<file path="config.mk">
export PLATFORM = sky130hd
export DESIGN_NAME = mmrc_ram
export DESIGN_NICKNAME = d
export VERILOG_FILES = /design/src/hw/rtl/mmrc_ram.sv
export SDC_FILE = /design/constraint.sdc
export NUM_CORES = 1
export LEC_CHECK = 0
export BUFFER_PORTS_ARGS = -buffer_cell sky130_fd_sc_hd__buf_2
export CORE_MARGIN = 1.5
export CORE_UTILIZATION = 35
export CTS_BUF_LIST = sky130_fd_sc_hd__clkbuf_8
export CTS_CLUSTER_DIAMETER = 60
export DETAILED_ROUTE_END_ITERATION = 8
export PLACE_DENSITY = 0.58
export REMOVE_ABC_BUFFERS = 1
export SETUP_SLACK_MARGIN = 0.1
export SYNTH_ARGS = -nofsm -noshare
export SYNTH_HDL_FRONTEND = slang
export SYNTH_SLANG_ARGS = --single-unit
</file>
<file path="constraint.sdc">
create_clock -name clk -period 3.8 [get_ports clk]
set_clock_uncertainty 0.1 [all_clocks]
set_input_delay 0.38 -clock clk [delete_from_list [all_inputs] [get_ports clk]]
set_output_delay 0.38 -clock clk [all_outputs]
set_load 0.01 [all_outputs]
</file>
<file path="src/hw/rtl/mmrc_ram.sv">
`timescale 1ns / 1ps
// ---------------------------------------------------------------------------
// mmrc_ram: generic single-port ram
// one access per cycle: a read and an optional write to the same address, registered read data
// ---------------------------------------------------------------------------
module mmrc_ram #(
  parameter int WIDTH = 8,
  parameter int DEPTH = 16
) (
  input  logic                     clk,
  input  logic                     we,
  input  logic [$clog2(DEPTH)-1:0] addr,
  input  logic [WIDTH-1:0]         wdata,
  output logic [WIDTH-1:0]         rdata
);
  logic [WIDTH-1:0] mem [DEPTH];

  // optional write, registered read
  always_ff @(posedge clk) begin
    if (we) begin
      mem[addr] <= wdata;
    end
    rdata <= mem[addr];
  end
endmodule

</file>
==> results_dict.tcl, run 1 <==
set metrics [dict create \
    ys_seq_elements 136 \
    antenna_found_initial 0 \
    first_global_vias 2429 \
    overflow 0 \
    diodes 0 \
    pin_count 22 \
    start_util_pct 36.23 \
    max_freq_ghz 0.4787 \
    tns_ps 0 \
    cts_hold_buf 0 \
    instances_no_fill 460 \
    syn_area_per_cell_um2 22.03 \
    outcome "finished clean" \
    worst_slew_pin_slew_ps 933.2 \
    gr-usage-met1_pct 18.18 \
    syn_to_final_growth_pct 15.09 \
    clk_pin_slew_ps 80 \
    hold_viol_final 0 \
    hold_depth 1 \
    wire_per_inst_um 20.34 \
    critPathTopFamily "buffers and inverters" \
    worstSetupPathType "input pin to register" \
    hp-class "input pin to register" \
    worstSetupStartpoint "addr[0]" \
    p_leak_uw 0.001879 \
    clock-root-buffer "clkbuf_8" \
    fillers 1232 \
    grt_util_met3_pct 4.751 \
    portBuffers 21 \
    drt-total-wl_mm 9.356 \
    cp.required_ps 4010 \
    place_congestion 0.7388 \
    use_met2_pct 22.08 \
    die_h_um 123.3 \
    postSynthCellCount 230 \
    reg2reg_from "mem[3][6]$_DFFE_PP_" \
    critPathMaxStageDelay_ps 540 \
    synth.cell_area_mm2 0.005067 \
    yosys.cell_types.count 18 \
    pre_cts_ws_ps 1216 \
    nNetsFinal 281 \
    fin_crit_sh_pct 54.98 \
    arrival_ps 2300 \
    synth_top_area_share_pct 75.85 \
    first_pass_iters 4 \
    maxSlewViolCount 0 \
    relSlewSlack_pct 37.56 \
    htreeDepth 4 \
    dp_hpwl_mm 6.012 \
    post_cts_resized 0 \
    r2r_setup_slack_ps 2360 \
    rsz0062_at_grt "no" \
    cts_tree "built" \
    grt_max_degree 32 \
    period_needed_ps 2089 \
    worstPathCellList "buf_2, buf_4, mux4_2, a22oi_1, nand2_1" \
    viasPerCell 5.024 \
    end_kind "register" \
    clk_latency_ps 430 \
    clockBufferDepth 2 \
    rr_worst_depth 3 \
    groute.usage.overall_pct 13.98 \
    cts_sinks 136 \
    critPathLaunchType "input pin" \
    setup_viol 0 \
    yosysWarnings 0 \
    power.density_mw_per_mm2 528.6 \
    drtIter0Drc 206 \
    peakVddDrop_mv 0.2226 \
    finalWorstSetupSlack_ps 1711 \
    grt.busiest_layer "met2" \
    ys_seq_area_share_pct 79.01 \
    numCtsBuffers 17 \
    dp_cells 428 \
    post-cts-setup-buffers 0 \
    crit_buf_inv 2 \
    cp_num_cells 5 \
    reg2reg_to "rdata[6]$_DFF_P_" \
    crit_slowest_cell "buf_2" \
    ys_top_cells_by_area "edfxtp_1 76%, mux4_2 14%, dfxtp_1 3.2%, a22oi_1 2.4%, nor2_1 0.96%" \
    dieArea_mm2 0.01521 \
    drc 0 \
    row_count 43 \
    die_x_um 123.3 \
    grt_pass1_wl_mm 14.63 \
    crit_end "rdata[5]$_DFF_P_" \
    coreArea_mm2 0.01399 \
    yosys.area.top_type "edfxtp_1" \
    drive_above_1_share_pct 33.21 \
    maxCapViolCount 0 \
    ant_nets 0 \
    dr_total_vias 2311 \
    cp_max_fo 23 \
]
## report_power, final
part | leakage, µW | internal (µW) | switching [µW] | total [µW]
combinational | 0.000435 | 61.7 | 88.8 | 150
sequential | 0.00122 | 1680 | 8.30 | 1680
clock | 0.000220 | 719 | 529 | 1250
total | 0.00188 | 2460 | 627 | 3080
## state kept, by name, summed over array words and instances, names as in the netlist
register  count
rdata         8
mem         128
## synthesized netlist by cell type
library cell	number
nor3_1	4
clkbuf_1	2
buf_1	4
edfxtp_1	128
dfxtp_1	8
buf_2	2
nor2_1	13
mux4_2	32
nand2_1	9
buf_6	2
nor2b_1	2
nand3b_1	2
a22oi_1	16
nand3_1	1
clkbuf_2	1
or3b_2	1
nand2b_1	2
and2_1	1
## worst min path at each step
stage	slack, ps	start	to
final	240	wdata[5]	mem[9][5]$_DFFE_PP_
after global placement	560	mem[14][5]$_DFFE_PP_	rdata[5]$_DFF_P_
after CTS	220	wdata[4]	mem[7][4]$_DFFE_PP_
after global routing	220	wdata[5]	mem[9][5]$_DFFE_PP_
after floorplan	380	wdata[0]	mem[0][0]$_DFFE_PP_
after detailed placement	570	mem[15][6]$_DFFE_PP_	rdata[6]$_DFF_P_
## routing by layer
| layer | share of wire [%] | vias to the layer above |
|---|---|---|
| li1 | - | 1034 |
| met1 | 44 | 1204 |
| met2 | 49 | 61 |
| met3 | 5.5 | 12 |
| met4 | 1.3 | 0 |
| met5 | 0 | - |
## cell type report
cell class / instances / area [µm²] / share of cell area (%)
repair buffers: 29 / 165.2 / 2.832
multi-input cells: 83 / 1003 / 17.21
well taps: 180 / 225.2 / 3.862
flip-flops and latches: 136 / 4004 / 68.65
clock inverters: 11 / 145.1 / 2.489
clock buffers: 21 / 289.0 / 4.956
## cells in the final DEF (no fill, tap or decap)
cell type | netlist | routed
clkinv_2 | 0 | 2
nand3b_1 | 2 | 2
edfxtp_1 | 128 | 128
clkinvlp_4 | 0 | 2
nand2b_1 | 2 | 2
dfxtp_1 | 8 | 8
a22oi_1 | 16 | 16
nor2_1 | 13 | 13
or3b_2 | 1 | 1
bufinv_16 | 0 | 3
nor3_1 | 4 | 4
nor2b_1 | 2 | 2
nand2_1 | 9 | 9
buf_4 | 0 | 8
inv_6 | 0 | 1
inv_1 | 0 | 1
clkbuf_8 | 0 | 21
buf_2 | 2 | 21
mux4_2 | 32 | 32
clkinv_4 | 0 | 2
nand3_1 | 1 | 1
and2_1 | 1 | 1
## cell families (layout without fill, tap and decap cells)
group	count (synthesis)	count (layout)	synth area share, %
simple gates	35	35	3.210
buf+inv	11	61	1.185
flops	136	136	79.01
mux	32	32	14.22
compound gates	16	16	2.370
## through the flow
stage,power (µW),util [%],instance area (µm²),hold slack (ps)
CTS,3119,41.69,5832,215.5
floorplan,1789,-,5007,378.9
detailed placement,1872,38.59,5398,565.1
global placement,1868,38.59,5398,562.1
finish,3082,41.69,5832,241.2
global route,3197,41.69,5832,223.2
(Power assumes the default switching activity.)
==> inputs of run 2 (changes only) <==
- PLACE_DENSITY: 0.58 -> 0.6
- clock period: 3.8 -> 1.7 ns (I/O delays scaled with it)
==> results_dict.tcl, run 2 (synthesized netlist as in run 1, its figures left out) <==
set metrics [dict create \
    clk_pin_slew_ps 70 \
    dp_cells 458 \
    coreArea_mm2 0.01399 \
    p_sw_share_pct 20.53 \
    wire_per_inst_um 20.56 \
    relSlewSlack_pct 71.91 \
    dieArea_mm2 0.01521 \
    worst_slew_pin_slew_ps 421.4 \
    dp_hpwl_mm 6.853 \
    numCtsBuffers 17 \
    drt-total-wl_mm 10.08 \
    place_congestion 0.8222 \
    grt_pass1_wl_mm 15.50 \
    whs_ps 18.90 \
    clockBufferDepth 2 \
    drtIter0Drc 134 \
    cp.required_ps 1900 \
    syn_to_final_growth_pct 19.36 \
    p_leak_uw 0.002042 \
    clock_power_share_pct 35.4 \
    first_global_vias 2679 \
    fillers 1236 \
    hp-class "input pin to register" \
    power.share.sequential_pct 58.4 \
    antenna_found_initial 1 \
    post_cts_resized 0 \
    power.density_mw_per_mm2 1066 \
    instances_no_fill 490 \
    largest_reg_flops 128 \
    critPathTopFamily "multiplexers" \
    drive_above_1_share_pct 37.54 \
    nNetsFinal 311 \
    dr_total_vias 2434 \
    cp_max_fo 1 \
    crit_buf_inv 0 \
    r2r_setup_slack_ps 200 \
    cts_hold_buf 0 \
    clock-root-buffer "clkbuf_8" \
    setup_viol 0 \
    cts_tree "built" \
    comb_power_share_pct 6.1 \
    worstSetupPathType "register to register" \
    outcome "finished clean" \
    worstPathCellList "mux4_2, a22oi_1, nand2_1" \
    start_util_pct 36.23 \
    overflow 0 \
    crit_slowest_cell "mux4_2" \
    die_x_um 123.3 \
    largestRegisters "mem x128, rdata x8" \
    ant_nets 0 \
    maxSlewViolCount 0 \
    die_h_um 123.3 \
    p_sw_uw 1324 \
    period_needed_ps 1500 \
    peakVddDrop_mv 0.6049 \
    htreeDepth 4 \
    critPathMaxStageDelay_ps 460 \
    maxCapViolCount 0 \
    arrival_ps 1700 \
    grt_max_degree 29 \
    rsz0062_at_grt "no" \
    critPathLaunchType "register" \
    top_register "mem" \
    pin_count 22 \
    end_kind "register" \
    fin_crit_sh_pct 88.23 \
    power.internal_uw 5126 \
    max_freq_ghz 0.6667 \
    finalWorstSetupSlack_ps 200.2 \
    final_common_cell "edfxtp_1" \
    clk_latency_ps 430 \
    fin_util_pct 43.24 \
    cts_sinks 136 \
    groute.usage.overall_pct 14.84 \
    final_cell_mix "128 x edfxtp_1, 32 x mux4_2, 32 x buf_4, 23 x clkbuf_8, 21 x buf_2" \
    portBuffers 21 \
    post-cts-setup-buffers 0 \
    pre_cts_ws_ps 25.89 \
    drc 0 \
    first_pass_iters 4 \
    hold_viol_final 0 \
    viasPerCell 4.967 \
    row_count 43 \
]
-- run 2: per-stage QoR --
stage | setup TNS [ps] | area, µm² | total power [µW]
finish | 0 | 6048 | 6450
global route | 0 | 6046 | 6686
global placement | -17.80 | 5698 | 4239
detailed placement | 0 | 5698 | 4249
CTS | 0 | 6046 | 6514
floorplan | -503.0 | 5007 | 4000
-- run 2: path summary, 6_finish.rpt --
path / cells past startpoint / start / end
worst max-delay path: 3 / mem[11][2]$_DFFE_PP_ / rdata[2]$_DFF_P_
worst min-delay path: 1 / wdata[1] / mem[2][1]$_DFFE_PP_
worst max register to register: 3 / mem[11][2]$_DFFE_PP_ / rdata[2]$_DFF_P_
worst min register to register: 3 / mem[11][1]$_DFFE_PP_ / rdata[1]$_DFF_P_
-- run 2: per-layer routing --
layer | global-route usage (%) | share of wire (%)
met2 | 22.78 | 48
met4 | 6.466 | 1.6
met3 | 4.336 | 4.0
met5 | 0 | 0
met1 | 19.79 | 46
-- run 2: cell type report --
cell class	instances	area [µm²]	share of cell area, %
Sequential cell	136	4004	66.20
Clock inverter	8	31.28	0.5172
Timing Repair Buffer	59	465.4	7.695
Multi-Input combinational cell	83	1003	16.59
Tap cell	180	225.2	3.724
Antenna cell	1	2.502	0.04137
Clock buffer	23	316.6	5.234
-- run 2: power by group through the flow --
stage	clock network [µW]	registers [µW]	logic, µW
2_1_floorplan	0	3850	154
3_3_place_gp	0	3840	399
3_5_place_dp	0	3840	406
4_1_cts	2340	3770	406
5_1_grt	2480	3770	429
6_report	2280	3770	397
==> inputs of run 3 (changes only) <==
- CTS_CLUSTER_DIAMETER: 60 -> default
- CTS_CLUSTER_SIZE: default -> 20
- HOLD_SLACK_MARGIN: default -> 0.08
==> results_dict.tcl, run 3 (synthesized netlist as in run 1, its figures left out) <==
set metrics [dict create \
    drive_above_1_share_pct 36.59 \
    final_cell_mix "128 x edfxtp_1, 32 x mux4_2, 32 x buf_4, 23 x clkbuf_8, 21 x buf_2" \
    groute.usage.overall_pct 14.89 \
    cts_sinks 136 \
    dieArea_mm2 0.01521 \
    clockBufferDepth 2 \
    p_leak_uw 0.002075 \
    critPathLaunchType "register" \
    r2r_setup_slack_ps 210 \
    worstSetupPathType "register to register" \
    drt-total-wl_mm 10.07 \
    antenna_found_initial 0 \
    maxSlewViolCount 0 \
    largestRegisters "mem x128, rdata x8" \
    maxCapViolCount 0 \
    placed_area_mm2 0.005698 \
    critPathMaxStageDelay_ps 460 \
    fillers 1234 \
    row_count 43 \
    clk_latency_ps 430 \
    cts_tree "built" \
    coreArea_mm2 0.01399 \
    worst_slew_pin_slew_ps 421.4 \
    wire_per_inst_um 20.25 \
    clock-root-buffer "clkbuf_8" \
    diodes 0 \
    largest_reg_flops 128 \
    ant_nets 0 \
    hp-class "input pin to register" \
    hold_viol_final 0 \
    drtIter0Drc 137 \
    power.density_mw_per_mm2 1055 \
    clk_pin_slew_ps 70 \
    start_util_pct 36.23 \
    htreeDepth 4 \
    multiInputGateArea_mm2 0.001003 \
    peakVddDrop_mv 0.6118 \
    end_kind "register" \
    crit_buf_inv 0 \
    worstPathCellList "mux4_2, a22oi_1, nand2_1" \
    first_pass_iters 4 \
    fin_util_pct 43.79 \
    cp.required_ps 1900 \
    cp_max_fo 1 \
    rsz0062_at_grt "no" \
    viasPerCell 4.928 \
    dr_total_vias 2449 \
    numCtsBuffers 17 \
    arrival_ps 1690 \
    setup_viol 0 \
    fin_crit_sh_pct 87.79 \
    max_freq_ghz 0.6700 \
    die_x_um 123.3 \
    outcome "finished clean" \
    grt_pass1_wl_mm 15.60 \
    syn_to_final_growth_pct 20.89 \
    pin_count 22 \
    period_needed_ps 1492 \
    final_common_cell "edfxtp_1" \
    drc 0 \
    finish.instance_area_mm2 0.006126 \
    critPathTopFamily "multiplexers" \
    top_register "mem" \
    overflow 0 \
    post_cts_resized 0 \
    register_area_mm2 0.004004 \
    grt_max_degree 29 \
    nNetsFinal 319 \
    place_congestion 0.8222 \
    crit_slowest_cell "mux4_2" \
    dp_hpwl_mm 6.853 \
    die_h_um 123.3 \
    portBuffers 21 \
    first_global_vias 2719 \
    relSlewSlack_pct 71.91 \
]
## run 3: power breakdown
group | switching, µW | internal (µW) | total, µW
sequential | 22.6 | 3750 | 3770
clock | 1090 | 1200 | 2280
combinational | 215 | 196 | 410
## run 3: timing repair
item / in CTS / in global routing
hold buffers: 8 / 0
endpoints found under the hold margin: 128 / 0
buffers inserted: 0 / 0
## run 3: per-layer routing
| metal | routed length [µm] | vias to the layer above | GRT usage [%] |
|---|---|---|---|
| met2 | 4880 | 56 | 22.99 |
| met1 | 4585 | 1269 | 19.88 |
| met3 | 436 | 13 | 4.151 |
| met5 | 0 | - | 0 |
| li1 | - | 1111 | - |
| met4 | 162 | 0 | 6.466 |
## run 3: final timing paths
path,startpoint,to,cells past startpoint
worst max-delay path,mem[11][2]$_DFFE_PP_,rdata[2]$_DFF_P_,3
worst min-delay path,addr[3],mem[0][3]$_DFFE_PP_,4
worst max register to register,mem[11][2]$_DFFE_PP_,rdata[2]$_DFF_P_,3
worst min register to register,mem[11][1]$_DFFE_PP_,rdata[1]$_DFF_P_,3
## run 3: worst min-delay path, delay by kind of cell
family / cells / cell delay, ps
buffers and inverters: 2 / 250
AND/OR/NAND/NOR: 2 / 210
## run 3: final cells by class
class / count / share of cell area [%]
tap: 180 / 3.676
sequential: 136 / 65.36
timing repair buffer: 67 / 8.905
multi-input combinational: 83 / 16.38
clock buffer: 23 / 5.167
clock inverter: 8 / 0.5106
## run 3: stage by stage
| stage | setup TNS, ps | std cells | worst slack (ps) | hold slack [ps] | power, µW |
|---|---|---|---|---|---|
| floorplan | -503.0 | 219 | -62.87 | 168.9 | 4000 |
| global placement | -17.80 | 458 | -5.980 | 463.0 | 4239 |
| detailed placement | 0 | 458 | 25.89 | 465.1 | 4249 |
| CTS | 0 | 497 | 202.6 | 241.2 | 6528 |
| global route | 0 | 497 | 165.5 | 255.3 | 6702 |
| finish | 0 | 497 | 207.5 | 269.1 | 6461 |
